==> src/design/cgru_pkg.sv <==
// shared constants, command encodings and controller-to-datapath command struct
package cgru_pkg;

  localparam int DATA_W        = 32;
  localparam int SUM_W         = 64;
  localparam int PROD_W        = 64;
  localparam int WEIGHT_W      = 17;
  localparam int WEIGHT_FRAC   = 16;
  localparam int FRAC_BITS_DEF = 16;

  typedef enum logic [3:0] {
    MUL_AS,
    MUL_AD,
    MUL_RZ,
    MUL_ZZ,
    MUL_RLO,
    MUL_RHL,
    MUL_RHH,
    MUL_ZLO,
    MUL_ZHL,
    MUL_ZHH
  } mul_sel_t;

  typedef enum logic [1:0] {
    TACC_HOLD,
    TACC_ROUND,
    TACC_ADD,
    TACC_ADD_HI
  } tacc_op_t;

  typedef struct packed {
    logic     load;
    mul_sel_t mul_sel;
    logic     upd_r;
    logic     upd_z;
    logic     save_mrz;
    logic     save_mzz;
    tacc_op_t tacc_op;
    logic     term_rz;
    logic     term_zz;
    logic     sum_rz;
    logic     sum_zz;
    logic     out_load;
  } cgru_cmd_t;

endpackage

==> src/design/cgru_if.sv <==
// valid/ready channel interfaces for vector entries and results
interface cgru_item_if import cgru_pkg::*; ();
  logic                     valid;
  logic                     ready;
  logic signed [DATA_W-1:0] residual_in;
  logic signed [DATA_W-1:0] precond_in;
  logic signed [DATA_W-1:0] dir_in;
  logic signed [DATA_W-1:0] precond_dir_in;
  logic [WEIGHT_W-1:0]      inv_degree;
  logic                     last_item;

  modport source (
    output valid, residual_in, precond_in, dir_in, precond_dir_in, inv_degree, last_item,
    input  ready
  );
  modport sink (
    input  valid, residual_in, precond_in, dir_in, precond_dir_in, inv_degree, last_item,
    output ready
  );
endinterface

interface cgru_result_if import cgru_pkg::*; ();
  logic                     valid;
  logic                     ready;
  logic signed [DATA_W-1:0] residual_out;
  logic signed [DATA_W-1:0] precond_out;
  logic signed [SUM_W-1:0]  rz_sum;
  logic signed [SUM_W-1:0]  zz_sum;
  logic                     sums_final;

  modport source (
    output valid, residual_out, precond_out, rz_sum, zz_sum, sums_final,
    input  ready
  );
  modport sink (
    input  valid, residual_out, precond_out, rz_sum, zz_sum, sums_final,
    output ready
  );
endinterface

==> src/design/cgru_dp.sv <==
// datapath: shared 32x32 multiplier, residual updates, weighted terms and accumulators
module cgru_dp import cgru_pkg::*; #(
  parameter int FRAC_BITS = FRAC_BITS_DEF
) (
  input  logic                     clk,
  input  logic                     rst,
  input  logic                     cfg_we,
  input  logic signed [DATA_W-1:0] cfg_wdata,
  input  cgru_cmd_t                cmd,
  input  logic signed [DATA_W-1:0] residual_in,
  input  logic signed [DATA_W-1:0] precond_in,
  input  logic signed [DATA_W-1:0] dir_in,
  input  logic signed [DATA_W-1:0] precond_dir_in,
  input  logic [WEIGHT_W-1:0]      inv_degree,
  input  logic                     last_item,
  output logic signed [DATA_W-1:0] residual_out,
  output logic signed [DATA_W-1:0] precond_out,
  output logic signed [SUM_W-1:0]  rz_sum,
  output logic signed [SUM_W-1:0]  zz_sum,
  output logic                     sums_final
);

  localparam logic [PROD_W-1:0] RND_DATA   = PROD_W'(1) << (FRAC_BITS - 1);
  localparam logic [PROD_W-1:0] RND_WEIGHT = PROD_W'(1) << (WEIGHT_FRAC - 1);
  localparam int                HH_W       = PROD_W - WEIGHT_FRAC - DATA_W;

  logic signed [DATA_W-1:0] alpha;
  logic signed [DATA_W-1:0] r_val;
  logic signed [DATA_W-1:0] z_val;
  logic signed [DATA_W-1:0] s_val;
  logic signed [DATA_W-1:0] sd_val;
  logic [WEIGHT_W-1:0]      w_val;
  logic                     last_val;
  logic signed [DATA_W-1:0] rn;
  logic signed [DATA_W-1:0] zn;
  logic [PROD_W-1:0]        prod;
  logic [PROD_W-1:0]        m_rz;
  logic [PROD_W-1:0]        m_zz;
  logic [PROD_W-1:0]        tacc;
  logic signed [SUM_W-1:0]  term;
  logic signed [SUM_W-1:0]  rz_new;
  logic signed [SUM_W-1:0]  zz_new;
  logic signed [SUM_W-1:0]  rz_accum;
  logic signed [SUM_W-1:0]  zz_accum;
  logic [DATA_W-1:0]        op_a;
  logic [DATA_W-1:0]        op_b;
  logic [DATA_W-1:0]        w_ext;

  function automatic logic [DATA_W-1:0] mag(input logic [DATA_W-1:0] x);
    return x[DATA_W-1] ? (~x + 1'b1) : x;
  endfunction

  // x - round(p / 2^F) with sign neg, clamped to the data range
  function automatic logic signed [DATA_W-1:0] axpy(
    input logic signed [DATA_W-1:0] x,
    input logic [PROD_W-1:0]        p,
    input logic                     neg
  );
    logic [PROD_W-1:0]        q;
    logic signed [PROD_W+1:0] sx;
    logic signed [PROD_W+1:0] sq;
    logic signed [PROD_W+1:0] d;
    q  = (p + RND_DATA) >> FRAC_BITS;
    sx = (PROD_W+2)'(x);
    sq = signed'({2'b00, q});
    d  = neg ? (sx + sq) : (sx - sq);
    if (d[PROD_W+1:DATA_W-1] == '0 || d[PROD_W+1:DATA_W-1] == '1) begin
      return d[DATA_W-1:0];
    end
    return d[PROD_W+1] ? {1'b1, {(DATA_W-1){1'b0}}} : {1'b0, {(DATA_W-1){1'b1}}};
  endfunction

  function automatic logic signed [SUM_W-1:0] from_mag(
    input logic [PROD_W-1:0] t,
    input logic              neg
  );
    if (neg) begin
      return t[PROD_W-1] ? {1'b1, {(SUM_W-1){1'b0}}} : SUM_W'(~t + 1'b1);
    end
    return t[PROD_W-1] ? {1'b0, {(SUM_W-1){1'b1}}} : SUM_W'(t);
  endfunction

  function automatic logic signed [SUM_W-1:0] sat_add(
    input logic signed [SUM_W-1:0] a,
    input logic signed [SUM_W-1:0] b
  );
    logic signed [SUM_W:0] s;
    s = {a[SUM_W-1], a} + {b[SUM_W-1], b};
    if (s[SUM_W] != s[SUM_W-1]) begin
      return s[SUM_W] ? {1'b1, {(SUM_W-1){1'b0}}} : {1'b0, {(SUM_W-1){1'b1}}};
    end
    return s[SUM_W-1:0];
  endfunction

  assign w_ext = DATA_W'(w_val);

  always_comb begin
    case (cmd.mul_sel)
      MUL_AS: begin
        op_a = mag(alpha);
        op_b = mag(s_val);
      end
      MUL_AD: begin
        op_a = mag(alpha);
        op_b = mag(sd_val);
      end
      MUL_RZ: begin
        op_a = mag(rn);
        op_b = mag(zn);
      end
      MUL_ZZ: begin
        op_a = mag(zn);
        op_b = mag(zn);
      end
      MUL_RLO: begin
        op_a = DATA_W'(m_rz[WEIGHT_FRAC-1:0]);
        op_b = w_ext;
      end
      MUL_RHL: begin
        op_a = m_rz[WEIGHT_FRAC +: DATA_W];
        op_b = w_ext;
      end
      MUL_RHH: begin
        op_a = DATA_W'(m_rz[PROD_W-1 -: HH_W]);
        op_b = w_ext;
      end
      MUL_ZLO: begin
        op_a = DATA_W'(m_zz[WEIGHT_FRAC-1:0]);
        op_b = w_ext;
      end
      MUL_ZHL: begin
        op_a = m_zz[WEIGHT_FRAC +: DATA_W];
        op_b = w_ext;
      end
      MUL_ZHH: begin
        op_a = DATA_W'(m_zz[PROD_W-1 -: HH_W]);
        op_b = w_ext;
      end
      default: begin
        op_a = '0;
        op_b = '0;
      end
    endcase
  end

  always_ff @(posedge clk) begin
    if (rst) begin
      alpha    <= '0;
      rz_accum <= '0;
      zz_accum <= '0;
    end else begin
      if (cfg_we) begin
        alpha <= cfg_wdata;
      end
      if (cmd.out_load) begin
        rz_accum <= last_val ? '0 : rz_new;
        zz_accum <= last_val ? '0 : zz_new;
      end
    end
  end

  always_ff @(posedge clk) begin
    prod <= op_a * op_b;
    if (cmd.load) begin
      r_val    <= residual_in;
      z_val    <= precond_in;
      s_val    <= dir_in;
      sd_val   <= precond_dir_in;
      w_val    <= inv_degree;
      last_val <= last_item;
    end
    if (cmd.upd_r) begin
      rn <= axpy(r_val, prod, alpha[DATA_W-1] ^ s_val[DATA_W-1]);
    end
    if (cmd.upd_z) begin
      zn <= axpy(z_val, prod, alpha[DATA_W-1] ^ sd_val[DATA_W-1]);
    end
    if (cmd.save_mrz) begin
      m_rz <= prod;
    end
    if (cmd.save_mzz) begin
      m_zz <= prod;
    end
    case (cmd.tacc_op)
      TACC_ROUND:  tacc <= (prod + RND_WEIGHT) >> WEIGHT_FRAC;
      TACC_ADD:    tacc <= tacc + prod;
      TACC_ADD_HI: tacc <= tacc + (prod << DATA_W);
      default:     tacc <= tacc;
    endcase
    if (cmd.term_rz) begin
      term <= from_mag(tacc, rn[DATA_W-1] ^ zn[DATA_W-1]);
    end else if (cmd.term_zz) begin
      term <= from_mag(tacc, 1'b0);
    end
    if (cmd.sum_rz) begin
      rz_new <= sat_add(rz_accum, term);
    end
    if (cmd.sum_zz) begin
      zz_new <= sat_add(zz_accum, term);
    end
    if (cmd.out_load) begin
      residual_out <= rn;
      precond_out  <= zn;
      rz_sum       <= rz_new;
      zz_sum       <= zz_new;
      sums_final   <= last_val;
    end
  end

endmodule

==> src/design/cgru_ctrl.sv <==
// controller: sequences the shared multiplier and owns the output valid flag
module cgru_ctrl import cgru_pkg::*; (
  input  logic      clk,
  input  logic      rst,
  input  logic      in_valid,
  output logic      in_ready,
  input  logic      out_ready,
  output logic      out_valid,
  output cgru_cmd_t cmd
);

  typedef enum logic [16:0] {
    S_IDLE = 17'h00001,
    S_MAS  = 17'h00002,
    S_MAD  = 17'h00004,
    S_UPZ  = 17'h00008,
    S_MRZ  = 17'h00010,
    S_MZZ  = 17'h00020,
    S_RLO  = 17'h00040,
    S_RHL  = 17'h00080,
    S_RHH  = 17'h00100,
    S_RTH  = 17'h00200,
    S_RSG  = 17'h00400,
    S_ZHL  = 17'h00800,
    S_ZHH  = 17'h01000,
    S_ZTH  = 17'h02000,
    S_ZSG  = 17'h04000,
    S_ZSM  = 17'h08000,
    S_OUT  = 17'h10000
  } state_t;

  state_t state;
  state_t state_next;
  logic   out_valid_next;
  logic   out_free;

  assign in_ready = (state == S_IDLE);
  assign out_free = !out_valid || out_ready;

  always_comb begin
    cmd        = '0;
    state_next = state;
    unique case (state)
      S_IDLE: begin
        if (in_valid) begin
          cmd.load   = 1'b1;
          state_next = S_MAS;
        end
      end
      S_MAS: begin
        cmd.mul_sel = MUL_AS;
        state_next  = S_MAD;
      end
      S_MAD: begin
        cmd.mul_sel = MUL_AD;
        cmd.upd_r   = 1'b1;
        state_next  = S_UPZ;
      end
      S_UPZ: begin
        cmd.upd_z  = 1'b1;
        state_next = S_MRZ;
      end
      S_MRZ: begin
        cmd.mul_sel = MUL_RZ;
        state_next  = S_MZZ;
      end
      S_MZZ: begin
        cmd.mul_sel  = MUL_ZZ;
        cmd.save_mrz = 1'b1;
        state_next   = S_RLO;
      end
      S_RLO: begin
        cmd.mul_sel  = MUL_RLO;
        cmd.save_mzz = 1'b1;
        state_next   = S_RHL;
      end
      S_RHL: begin
        cmd.mul_sel = MUL_RHL;
        cmd.tacc_op = TACC_ROUND;
        state_next  = S_RHH;
      end
      S_RHH: begin
        cmd.mul_sel = MUL_RHH;
        cmd.tacc_op = TACC_ADD;
        state_next  = S_RTH;
      end
      S_RTH: begin
        cmd.tacc_op = TACC_ADD_HI;
        state_next  = S_RSG;
      end
      S_RSG: begin
        cmd.mul_sel = MUL_ZLO;
        cmd.term_rz = 1'b1;
        state_next  = S_ZHL;
      end
      S_ZHL: begin
        cmd.mul_sel = MUL_ZHL;
        cmd.tacc_op = TACC_ROUND;
        cmd.sum_rz  = 1'b1;
        state_next  = S_ZHH;
      end
      S_ZHH: begin
        cmd.mul_sel = MUL_ZHH;
        cmd.tacc_op = TACC_ADD;
        state_next  = S_ZTH;
      end
      S_ZTH: begin
        cmd.tacc_op = TACC_ADD_HI;
        state_next  = S_ZSG;
      end
      S_ZSG: begin
        cmd.term_zz = 1'b1;
        state_next  = S_ZSM;
      end
      S_ZSM: begin
        cmd.sum_zz = 1'b1;
        state_next = S_OUT;
      end
      S_OUT: begin
        if (out_free) begin
          cmd.out_load = 1'b1;
          state_next   = S_IDLE;
        end
      end
      default: begin
        state_next = S_IDLE;
      end
    endcase
  end

  always_comb begin
    out_valid_next = out_valid;
    if (cmd.out_load) begin
      out_valid_next = 1'b1;
    end else if (out_ready) begin
      out_valid_next = 1'b0;
    end
  end

  always_ff @(posedge clk) begin
    if (rst) begin
      state     <= S_IDLE;
      out_valid <= 1'b0;
    end else begin
      state     <= state_next;
      out_valid <= out_valid_next;
    end
  end

`ifndef ASSERT_OFF
  a_no_overwrite: assert property (@(posedge clk) disable iff (rst)
    cmd.out_load |-> (!out_valid || out_ready))
    else $error("pending result overwritten");

  a_accept_to_result: assert property (@(posedge clk) disable iff (rst)
    (in_valid && in_ready) |-> ##16 (state == S_OUT))
    else $error("accepted transaction did not reach the output step on time");

  a_valid_rise: assert property (@(posedge clk) disable iff (rst)
    $rose(out_valid) |-> $past(cmd.out_load))
    else $error("result valid raised without a load");

  a_no_accept_while_busy: assert property (@(posedge clk) disable iff (rst)
    !(in_ready && cmd.out_load))
    else $error("input taken while result is being loaded");
`endif

endmodule

==> src/design/cg_residual_update_two_dots_top.sv <==
// top level: fused residual update with two weighted running dot products
//
//   channel   direction  handshake            contents
//   items     sink       valid/ready          r, z, s, S, weight, last flag
//   results   source     valid/ready          r', z', rz sum, zz sum, final flag
//   cfg       write      cfg_we / cfg_wdata   step length alpha, signed Q16.16
//
// entries are accepted only while the sequencer is idle, so one entry is finished before
// the next is taken; the single shared 32x32 multiplier is used ten times per entry
// rst (synchronous) clears alpha, both accumulators, the sequencer and result valid
// a result waits in the output register while the next entry is accepted and worked;
// the sequencer holds in its last step until that register has been taken
module cg_residual_update_two_dots_top import cgru_pkg::*; #(
  parameter int FRAC_BITS = FRAC_BITS_DEF
) (
  input  logic                     clk,
  input  logic                     rst,
  input  logic                     cfg_we,
  input  logic signed [DATA_W-1:0] cfg_wdata,
  cgru_item_if.sink                items,
  cgru_result_if.source            results
);

  cgru_cmd_t cmd;

  cgru_ctrl u_ctrl (
    .clk       (clk),
    .rst       (rst),
    .in_valid  (items.valid),
    .in_ready  (items.ready),
    .out_ready (results.ready),
    .out_valid (results.valid),
    .cmd       (cmd)
  );

  cgru_dp #(
    .FRAC_BITS (FRAC_BITS)
  ) u_dp (
    .clk            (clk),
    .rst            (rst),
    .cfg_we         (cfg_we),
    .cfg_wdata      (cfg_wdata),
    .cmd            (cmd),
    .residual_in    (items.residual_in),
    .precond_in     (items.precond_in),
    .dir_in         (items.dir_in),
    .precond_dir_in (items.precond_dir_in),
    .inv_degree     (items.inv_degree),
    .last_item      (items.last_item),
    .residual_out   (results.residual_out),
    .precond_out    (results.precond_out),
    .rz_sum         (results.rz_sum),
    .zz_sum         (results.zz_sum),
    .sums_final     (results.sums_final)
  );

endmodule

==> src/flat_wrapper.sv <==
// flat-port wrapper written by rule: the top's interface ports become plain ports
module cg_residual_update_two_dots_top_flat import cgru_pkg::*;
#(
  parameter int FRAC_BITS = FRAC_BITS_DEF
)
  (clk, rst, cfg_we, cfg_wdata, items_valid, items_residual_in, items_precond_in, items_dir_in, items_precond_dir_in, items_inv_degree, items_last_item, items_ready, results_valid, results_residual_out, results_precond_out, results_rz_sum, results_zz_sum, results_sums_final, results_ready);
  cgru_item_if items_i ();
  cgru_result_if results_i ();
  input  logic clk;
  input  logic rst;
  input  logic cfg_we;
  input  logic signed [DATA_W-1:0] cfg_wdata;
  input wire logic [$bits(items_i.valid)-1:0] items_valid;
  input wire logic [$bits(items_i.residual_in)-1:0] items_residual_in;
  input wire logic [$bits(items_i.precond_in)-1:0] items_precond_in;
  input wire logic [$bits(items_i.dir_in)-1:0] items_dir_in;
  input wire logic [$bits(items_i.precond_dir_in)-1:0] items_precond_dir_in;
  input wire logic [$bits(items_i.inv_degree)-1:0] items_inv_degree;
  input wire logic [$bits(items_i.last_item)-1:0] items_last_item;
  output wire logic [$bits(items_i.ready)-1:0] items_ready;
  output wire logic [$bits(results_i.valid)-1:0] results_valid;
  output wire logic [$bits(results_i.residual_out)-1:0] results_residual_out;
  output wire logic [$bits(results_i.precond_out)-1:0] results_precond_out;
  output wire logic [$bits(results_i.rz_sum)-1:0] results_rz_sum;
  output wire logic [$bits(results_i.zz_sum)-1:0] results_zz_sum;
  output wire logic [$bits(results_i.sums_final)-1:0] results_sums_final;
  input wire logic [$bits(results_i.ready)-1:0] results_ready;
  assign items_i.valid = items_valid;
  assign items_i.residual_in = items_residual_in;
  assign items_i.precond_in = items_precond_in;
  assign items_i.dir_in = items_dir_in;
  assign items_i.precond_dir_in = items_precond_dir_in;
  assign items_i.inv_degree = items_inv_degree;
  assign items_i.last_item = items_last_item;
  assign items_ready = items_i.ready;
  assign results_valid = results_i.valid;
  assign results_residual_out = results_i.residual_out;
  assign results_precond_out = results_i.precond_out;
  assign results_rz_sum = results_i.rz_sum;
  assign results_zz_sum = results_i.zz_sum;
  assign results_sums_final = results_i.sums_final;
  assign results_i.ready = results_ready;
  cg_residual_update_two_dots_top #(.FRAC_BITS(FRAC_BITS)) u_core (.clk(clk), .rst(rst), .cfg_we(cfg_we), .cfg_wdata(cfg_wdata), .items(items_i), .results(results_i));
endmodule
==> config.mk <==
export PLATFORM = sky130hd
export DESIGN_NAME = cg_residual_update_two_dots_top_flat
export DESIGN_NICKNAME = d
export VERILOG_FILES = /design/src/design/cgru_pkg.sv /design/src/design/cgru_if.sv /design/src/design/cgru_dp.sv /design/src/design/cgru_ctrl.sv /design/src/design/cg_residual_update_two_dots_top.sv /design/src/flat_wrapper.sv
export SDC_FILE = /design/constraint.sdc
export NUM_CORES = 2
export LEC_CHECK = 0
export ABC_AREA = 1
export BUFFER_PORTS_ARGS = -buffer_cell sky130_fd_sc_hd__clkbuf_2
export CELL_PAD_IN_SITES_DETAIL_PLACEMENT = 1
export CELL_PAD_IN_SITES_GLOBAL_PLACEMENT = 1
export CORE_UTILIZATION = 44
export DETAILED_ROUTE_END_ITERATION = 16
export GPL_TIMING_DRIVEN = 1
export PLACE_DENSITY_LB_ADDON = 0.1
export SYNTH_ARGS = -nofsm -noshare
export SYNTH_HDL_FRONTEND = slang
export SYNTH_HIERARCHICAL = 1
export SYNTH_SLANG_ARGS = --single-unit
==> constraint.sdc <==
create_clock -name clk -period 10.2 [get_ports clk]
set_clock_uncertainty 0.15 [all_clocks]
set_input_delay 0.51 -clock clk [delete_from_list [all_inputs] [get_ports clk]]
set_output_delay 0.51 -clock clk [all_outputs]
set_load 0.02 [all_outputs]
==> out/metrics.yaml <==
outcome:
  status: "finished, final reports clean"
die:
  initial_core_util_pct: 44.44
  rows: 175
  die_x_um: 482.3
  die_height_um: 482.3
  ios: 378
  dieArea_um2: 232600
  core-area_um2: 228400
global_routing:
  first_global_vias: 104300
  grt_max_degree: 160
  grt_first_pass_wirelength_mm: 685.3
  grt_overflow_total: 0
  antenna_found_initial: 53
  grt_usage_pct: 40.25
min_path:
  hp-class: "primary input to flip-flop"
logic_synthesis:
  netlist_area_um2: 101500
  synth_ff_type: "edfxtp_1"
  synth_edf_count: 787
  ys.warnings.count: 6
  synthTopCellsByArea: "edfxtp_1 (23%), fa_1 (18%), nand2_1 (11%), inv_1 (8.7%), ha_1 (7.3%)"
  synth_cell_types: 71
  synth_area_leader_cell: "edfxtp_1"
  syn-num-nets: 14790
  yosysMostFrequentCell: "nand2_1"
  ys_seq_area_share_pct: 28.06
  synth_top_area_share_pct: 23.29
  synth_commonest_cells: "nand2_1 (3086), inv_1 (2352), nor2_1 (1401)"
  async_reset_ff_share_pct: 0
  ys_ff_latch: 1029
  synth_cells: 13110
  syn_avg_cell_area_um2: 7.739
drt:
  met2_length_mm: 208.3
  vias_per_cell: 5.718
  route.detailed.drc: 0
  vias: 99370
  first_iter_violations: 8989
  routed_wl_mm: 475.1
  drt_pass1_iterations: 8
  drt-met1-wl_mm: 192.6
  wl_met3_mm: 46.73
  top_layer_used: "met5"
  drtAntennaViolNets: 0
  wl_per_cell_um: 27.34
cts:
  clock-sinks: 1029
  numCtsBuffers: 118
  cts_tree: "built"
  h-tree-depth: 3
  insertion_delay_ns: 0.84
  clock_path_buffers: 3
  clk_pin_slew_ns: 0.06
  cts-root-buf: "clkbuf_16"
setup_path:
  crit_path_frequent_cell: "buf_4"
  crit_path_max_incr_delay_ns: 0.53
  slowest_stage: "fa_1"
  crit_fanout: 8
  worstPathBufferInverterCount: 19
  critPathLaunchType: "flip-flop"
  end_kind: "flip-flop"
  crit_required_ns: 10.76
  crit_type: "flip-flop to flip-flop"
  path_delay_family: "adder cells"
  cp.arrival_ns: 10.60
place:
  gp_congestion: 1.043
  portBuffers: 377
  place_hpwl_mm: 390.1
layout:
  seqCellArea_um2: 28490
  multiInputGateArea_um2: 63490
  final_layout_size_suffix_gt1_share_pct: 12.79
  area_growth_pct: 18.40
  nets: 15920
  nFillCells: 27800
sta:
  totalNegativeSetupSlack_ns: 0
  fin_crit_sh_pct: 98.42
  finalCriticalPeriod_ns: 10.04
  max_slew_margin_pct: 13.22
  maxSlewViolCount: 0
  rsz0062_at_grt: "true"
  setup_viol: 0
  fmax_mhz: 99.61
  hold_viol: 0
  tightest_slew_ns: 1.297
run:
  drv_cap: 0
stage by stage:
stage	setup WS, ns	std cells	cell area [um2]	util (%)	hold slack, ns
floorplan	0.4243	13110	101500	-	0.2744
global placement	-0.2210	16900	112300	49.19	0.2814
detailed placement	-0.3538	16900	112300	49.19	0.2880
CTS	0.0006777	17310	118600	51.93	0.001359
global route	-0.06544	17360	120100	52.60	0.02179
finish	0.1609	17380	120200	52.61	0.04099
cell type report:
type / instances / share of cell area [%]
Tap cell: 3009 / 3.133
Inverter: 2391 / 7.527
Clock inverter: 89 / 0.9695
Sequential cell: 1029 / 23.71
Antenna cell: 18 / 0.03749
Timing Repair Buffer: 1377 / 9.219
Clock buffer: 136 / 2.564
Multi-Input combinational cell: 9328 / 52.84
logic make-up after synthesis:
group | after synthesis | share of synthesized area (%)
XOR/XNOR | 391 | 3.400
adder cells (fa/ha/maj) | 1496 | 25.12
AO/OA/AOI/OAI | 1822 | 9.996
AND/OR/NAND/NOR | 5619 | 23.03
buffers and inverters | 2756 | 10.39
flip-flops | 1029 | 28.06
layout by cell type (no fill, tap or decap), drive strengths merged, types with 35 or more instances in the layout:
cell / n
a211oi: 35
a21o: 39
a21oi: 784
a31oi: 99
buf: 821
clkbuf: 514
clkinv: 53
dfxtp: 242
dlygate4sd3: 177
edfxtp: 787
fa: 902
ha: 594
inv: 2378
nand2: 3128
nand3: 613
nand4: 124
nor2: 1446
nor3: 137
nor4: 75
o21ai: 607
o21bai: 69
o22ai: 37
or2: 43
xnor2: 145
xor2: 246
flip-flops by register name, summed over array words and instances, names as in the netlist, 32 cells and up:
name and flops:
u_core/u_dp/alpha 32, u_core/u_dp/m_rz 64, u_core/u_dp/m_zz 64, u_core/u_dp/precond_out 32
u_core/u_dp/prod 64, u_core/u_dp/r_val 32, u_core/u_dp/residual_out 32, u_core/u_dp/rn 32
u_core/u_dp/rz_accum 64, u_core/u_dp/rz_new 64, u_core/u_dp/rz_sum 64, u_core/u_dp/s_val 32
u_core/u_dp/sd_val 32, u_core/u_dp/tacc 64, u_core/u_dp/term 64, u_core/u_dp/z_val 32
u_core/u_dp/zn 32, u_core/u_dp/zz_accum 64, u_core/u_dp/zz_new 64, u_core/u_dp/zz_sum 64
per-layer routing:
| layer | track usage, % | vias up |
|---|---|---|
| li1 | - | 44020 |
| met1 | 52.39 | 49780 |
| met2 | 62.11 | 4481 |
| met3 | 10.07 | 1049 |
| met4 | 20.21 | 38 |
| met5 | 0 | - |
final timing paths:
path	from	endpoint	slack (ns)	cells after the start
worst max register to register	u_core/u_ctrl/state[14]	u_core/u_dp/prod[25]	0.16	47
worst max-delay path	u_core/u_ctrl/state[14]	u_core/u_dp/prod[25]	0.16	47
worst min register to register	u_core/u_dp/zz_new[51]	u_core/u_dp/zz_sum[51]	0.28	0
worst min-delay path	cfg_wdata[24]	u_core/u_dp/alpha[24]	0.04	3
worst register-to-register path, delay by kind of cell, from the launching register on:
family                   cells  cell delay (ns)
buffers and inverters       19             2.49
AND/OR/NAND/NOR             11             1.42
adder cells (fa/ha/maj)      9             3.92
AO/OA/AOI/OAI                7             1.24
XOR/XNOR                     1             0.35
flip-flops                   1             0.32
timing repair:
action / in CTS / in global routing
pin swaps: 1 / 54
setup buffers: 9 / 49
setup endpoints to repair: 34 / 41
hold endpoints to repair: 177 / 0
resized for setup: 39 / 272
hold buffers: 177 / 0
gates cloned: 1 / 2
Power is left out: the tool's default activity adds up to more than one toggle a clock period on the data nets, which glitch-free logic cannot reach.
